--- src/rtl/sise_pkg.sv ---
//------------------------------------------------------------------------------
// sise_pkg
// Shared types and constants for the sorted integer set engine.
//------------------------------------------------------------------------------
package sise_pkg;

	localparam int SET_CAPACITY = 16;

	localparam logic [2:0] OP_ADD       = 3'd0;
	localparam logic [2:0] OP_REMOVE    = 3'd1;
	localparam logic [2:0] OP_PRINT     = 3'd2;
	localparam logic [2:0] OP_UNION     = 3'd3;
	localparam logic [2:0] OP_INTERSECT = 3'd4;

	// command broadcast to every cell of one chain
	// rot: head word wraps to the tail, all others move one slot toward the head
	typedef struct packed {
		logic        ins;
		logic        del;
		logic        rot;
		logic [31:0] value;
	} cell_cmd_t;

endpackage

--- src/rtl/sise_cell.sv ---
//------------------------------------------------------------------------------
// sise_cell
// One slot of a sorted chain. Compares the broadcast value and moves its word
// to or from a neighbor on insert, delete and rotate.
//------------------------------------------------------------------------------
module sise_cell (
	input  logic              clk,
	input  logic              arst_n,
	input  sise_pkg::cell_cmd_t cmd,
	input  logic              left_valid,
	input  logic [31:0]       left_data,
	input  logic              left_gt,
	input  logic              left_hit,
	input  logic              right_valid,
	input  logic [31:0]       right_data,
	output logic              valid,
	output logic [31:0]       data,
	output logic              gt,
	output logic              hit
);

	logic        valid_q;
	logic [31:0] data_q;
	logic        shift_in;
	logic        pull_in;

	assign valid = valid_q;
	assign data  = data_q;
	// signed compare done on offset-binary keys
	assign gt  = valid_q && ((data_q ^ 32'h8000_0000) > (cmd.value ^ 32'h8000_0000));
	assign hit = valid_q && (data_q == cmd.value);

	// insert: this cell and all above the insertion point move up one slot
	assign shift_in = cmd.ins && (gt || !valid_q) && left_valid && left_gt;
	// delete: cells at and above the match pull from the right
	assign pull_in  = cmd.del && (hit || left_hit);

	always_ff @(posedge clk or negedge arst_n) begin
		if (!arst_n) begin
			valid_q <= 1'b0;
		end else if (pull_in) begin
			valid_q <= right_valid;
		end else if (cmd.ins && !valid_q && left_valid) begin
			valid_q <= 1'b1;
		end
	end

	always_ff @(posedge clk) begin
		if (pull_in) begin
			data_q <= right_data;
		end else if (cmd.rot && valid_q) begin
			// the tail cell takes the old head, carried on cmd.value
			data_q <= right_valid ? right_data : cmd.value;
		end else if (shift_in) begin
			data_q <= left_data;
		end else if (cmd.ins && (gt || !valid_q) && left_valid) begin
			data_q <= cmd.value;
		end
	end

endmodule

--- src/rtl/sise_chain.sv ---
//------------------------------------------------------------------------------
// sise_chain
// A row of cells holding one set in ascending order; cell 0 is the head.
//------------------------------------------------------------------------------
module sise_chain #(
	parameter int Depth = sise_pkg::SET_CAPACITY
) (
	input  logic                         clk,
	input  logic                         arst_n,
	input  sise_pkg::cell_cmd_t          cmd,
	output logic [31:0]                  head_data,
	output logic [$clog2(Depth+1)-1:0]   count
);

	localparam int CntW = $clog2(Depth + 1);

	logic [Depth:0]      v;
	logic [Depth:1]      g;
	logic [Depth:0]      h;
	logic [31:0]         d [Depth+1];
	logic [Depth-1:0]    hits;
	logic                present;
	logic                full;
	logic [CntW-1:0]     count_q;
	sise_pkg::cell_cmd_t ccmd;

	// drop inserts of present values and into a full chain
	always_comb begin
		ccmd     = cmd;
		ccmd.ins = cmd.ins && !present && !full;
	end

	assign v[Depth] = 1'b0;
	assign d[Depth] = '0;
	assign h[0] = 1'b0;

	for (genvar i = 0; i < Depth; i++) begin : g_cell
		logic lv;
		logic [31:0] ld;
		logic lg;
		if (i == 0) begin : g_head
			// virtual cell left of the head: always valid, never greater
			assign lv = 1'b1;
			assign ld = '0;
			assign lg = 1'b0;
		end else begin : g_body
			assign lv = v[i-1];
			assign ld = d[i-1];
			assign lg = g[i];
		end
		sise_cell u_cell (
			.clk, .arst_n, .cmd(ccmd),
			.left_valid(lv), .left_data(ld), .left_gt(lg), .left_hit(h[i]),
			.right_valid(v[i+1]), .right_data(d[i+1]),
			.valid(v[i]), .data(d[i]), .gt(g[i+1]), .hit(hits[i])
		);
		// delete-propagate: once a match is seen, all cells to the right pull
		assign h[i+1] = hits[i] || h[i];
	end

	assign present = h[Depth];
	assign full    = v[Depth-1];

	always_ff @(posedge clk or negedge arst_n) begin
		if (!arst_n) begin
			count_q <= '0;
		end else if (ccmd.ins) begin
			count_q <= count_q + CntW'(1);
		end else if (cmd.del && present) begin
			count_q <= count_q - CntW'(1);
		end
	end

	assign head_data = d[0];
	assign count     = count_q;

endmodule

--- config.mk ---
export PLATFORM = sky130hd
export DESIGN_NAME = sise_chain
export DESIGN_NICKNAME = d
export VERILOG_FILES = /design/src/rtl/sise_pkg.sv /design/src/rtl/sise_cell.sv /design/src/rtl/sise_chain.sv
export SDC_FILE = /design/constraint.sdc
export NUM_CORES = 2
export LEC_CHECK = 0
export BUFFER_PORTS_ARGS = -buffer_cell sky130_fd_sc_hd__buf_2
export CAP_MARGIN = 0
export CORE_UTILIZATION = 49
export CTS_BUF_LIST = sky130_fd_sc_hd__clkbuf_4 sky130_fd_sc_hd__clkbuf_8
export DETAILED_ROUTE_END_ITERATION = 10
export GPL_ROUTABILITY_DRIVEN = 0
export PLACE_DENSITY = 0.66
export SLEW_MARGIN = 15
export SYNTH_ARGS = -nofsm -noshare
export SYNTH_HDL_FRONTEND = slang
export SYNTH_HIERARCHICAL = 1
export SYNTH_SLANG_ARGS = --single-unit
--- constraint.sdc ---
create_clock -name clk -period 12 [get_ports clk]
set_input_delay 2.4 -clock clk [delete_from_list [all_inputs] [get_ports clk]]
set_output_delay 2.4 -clock clk [all_outputs]
set_load 0.01 [all_outputs]
==> flow_metrics.env <==
export IMPL_status="finished with violations"
export IMPL_violations="slew limit"
export IMPL_port_buffers=73
export IMPL_routedWlPerCell_um=23.7
export IMPL_cap_violations=0
export IMPL_fillers=8037
export IMPL_grt_pass1_wl_mm=213
export IMPL_grt_usage_pct=28.7
export IMPL_coreArea_um2=90300
export IMPL_final_layout_size_suffix_gt1_share_pct=9.70
export IMPL_dieHeight_um=304
export IMPL_rr_endpoint="g_cell[8].u_cell/data[31]"
export IMPL_dieArea_um2=92600
export IMPL_reg2reg_depth=14
export IMPL_worst_pin_slew_ps=4640
export IMPL_clk_latency_ps=750
export IMPL_htreeDepth=3
export IMPL_drc_errors=0
export IMPL_crit_arrival_ps=7980
export IMPL_crit_type="primary input to flip-flop"
export IMPL_dp_hpwl_mm=105
export IMPL_grt_pass1_vias=37293
export IMPL_syn_area_per_cell_um2=10.2
export IMPL_finalSetupViolations=0
export IMPL_drtAntennaViolNets=0
export IMPL_syn_inst=4386
export IMPL_detailed_place_area_um2=46300
export IMPL_whs_ps=459
export IMPL_cts_sinks=533
export IMPL_final_nets=5042
export IMPL_internal_power_uw=3710
export IMPL_grt_start_max_net_pins=75
export IMPL_finalPower_uw=5370
export IMPL_fin_crit_sh_pct=62.5
export IMPL_tns_ps=0
export IMPL_mappedNetlistArea_um2=44800
export IMPL_die_x_um=304
export IMPL_power_density_nw_per_um2=111
export IMPL_fmax_ghz=0.133
export IMPL_viasPerCell=6.71
export IMPL_hold_path_class="flip-flop to flip-flop"
export IMPL_antenna_found_initial=1
export IMPL_finalHoldViolCount=0
export IMPL_overflow=0
export IMPL_wirelength_mm=136
export IMPL_critPathCaptureType="flip-flop"
export IMPL_min_period_ps=7500
export IMPL_post_cts_repair_setup_buffers=0
export IMPL_syn2layout_area_growth_pct=7.89
export IMPL_clk_pin_slew_ps=50
export IMPL_cts_resized=0
export IMPL_seqPwrFrac_pct=45.7
export IMPL_rows=110
export IMPL_power_frac_clock_pct=33.6
export IMPL_whs_path_depth=1
export IMPL_skew_ps=30.6
export IMPL_drt_iter0_drc=3096
export IMPL_power_frac_comb_pct=20.7
export IMPL_cts_tree="yes"
export IMPL_holdPathEnd="count[4]"
export IMPL_rr_startpoint="g_cell[0].u_cell/data[30]"
export IMPL_crit_fanout=39
export IMPL_via_count=38529
export IMPL_power_switching_uw=1660
export IMPL_stdcell_area_um2=48300
export IMPL_clock_root_buffer="clkbuf_8"
export IMPL_peakVddDrop_mv=0.0741
export IMPL_relSlewSlack_pct=-210
export IMPL_rsz0062_at_grt="false"
export IMPL_hold_buffers=0
export IMPL_yosys_warnings=6
export IMPL_post_route_util_pct=53.5
export IMPL_worstSetupStartpointType="primary input"
export IMPL_cts_inserted_buffers=102
export IMPL_rrSetupSlack_ps=6410
export IMPL_worstHoldStart="count[4]"
export IMPL_drt_pass1_iter_count=5
export IMPL_swShare_pct=30.9
export IMPL_clk_path_buf_depth=3
export IMPL_ioPinCount=74
export IMPL_p_leak_uw=0.0209
export IMPL_cp_required_ps=12480
export IMPL_slew_viol_final=65
export IMPL_start_util_pct=49.6
-- layout by cell type, fill, tap and decap left out, types with 23 or more instances in the layout --
cell and instances:
a2111oi_0 91, a211oi_1 128, a21o_1 83, a21oi_1 193
a221o_1 419, a22o_1 416, a22oi_1 78, a31oi_1 94
buf_2 72, buf_4 94, clkbuf_4 40, clkbuf_8 113
clkinv_1 24, conb_1 103, edfxtp_1 512, ha_1 515
inv_1 637, nand2_1 114, nand3_1 132, nand4_1 122
nor2_1 57, nor3_1 25, o211ai_1 95, o211ai_2 25
or2_2 23
-- worst max-delay path, cell delays in order --
cell      delay [ps]
buf_2            560
inv_1            130
ha_1             370
nand4_1          170
nor4_1           150
nand3_1          160
nor2_1           140
or4_4            640
nand3b_4         250
or4b_4           640
inv_1             80
buf_4            400
and3_1           920
nand3_1          470
o22a_1           300
o211a_1          120
-- worst max-delay path by stage --
stage            start                         to  slack [ps]  cells after the start
2_1_floorplan  cmd[30]   g_cell[0].u_cell/data[0]        4750                     12
3_3_place_gp   cmd[30]  g_cell[9].u_cell/data[31]        4010                     16
3_5_place_dp   cmd[31]  g_cell[8].u_cell/data[31]        3960                     15
4_1_cts        cmd[30]  g_cell[8].u_cell/data[31]        4720                     16
5_1_grt        cmd[30]  g_cell[8].u_cell/data[31]        4260                     16
6_report       cmd[30]  g_cell[8].u_cell/data[31]        4500                     16
-- area by class of cell --
| class | count | area, um2 | area share (%) |
|---|---|---|---|
| diodes | 1 | 2.50 | 0.00518 |
| clock buffers | 153 | 1860 | 3.84 |
| clock inverters | 31 | 134 | 0.277 |
| inverters | 637 | 2390 | 4.95 |
| multi-input cells | 3049 | 25500 | 52.8 |
| flip-flops and latches | 533 | 15900 | 32.9 |
| well taps | 1176 | 1470 | 3.05 |
| repair buffers | 166 | 1070 | 2.21 |
-- metrics by stage --
step | setup slack, ps | instances
6_report | 4500 | 5746
5_1_grt | 4260 | 5746
4_1_cts | 4720 | 5745
3_5_place_dp | 3960 | 5561
3_3_place_gp | 4010 | 5561
2_1_floorplan | 4750 | 4487
-- layer usage --
metal	track usage (%)	share of wire, %	up-vias
li1	-	-	18030
met1	34.8	40	18761
met2	51.5	50	1464
met3	3.04	5.7	274
met4	11.7	3.6	0
met5	0	0	-
-- power by group through the flow --
| stage | clock network, uW | logic [uW] | registers [uW] |
|---|---|---|---|
| 3_5_place_dp | 0 | 1090 | 2480 |
| 3_3_place_gp | 0 | 1060 | 2480 |
| 6_report | 1800 | 1110 | 2450 |
| 5_1_grt | 1910 | 1240 | 2470 |
| 2_1_floorplan | 0 | 796 | 2400 |
| 4_1_cts | 1840 | 1100 | 2440 |
-- flip-flops by register name, summed over array words and instances (netlist names) --
name	cells
count	5
g_cell.u_cell/data	512
g_cell.u_cell/valid	16
Power figures use the tool's default switching activity.
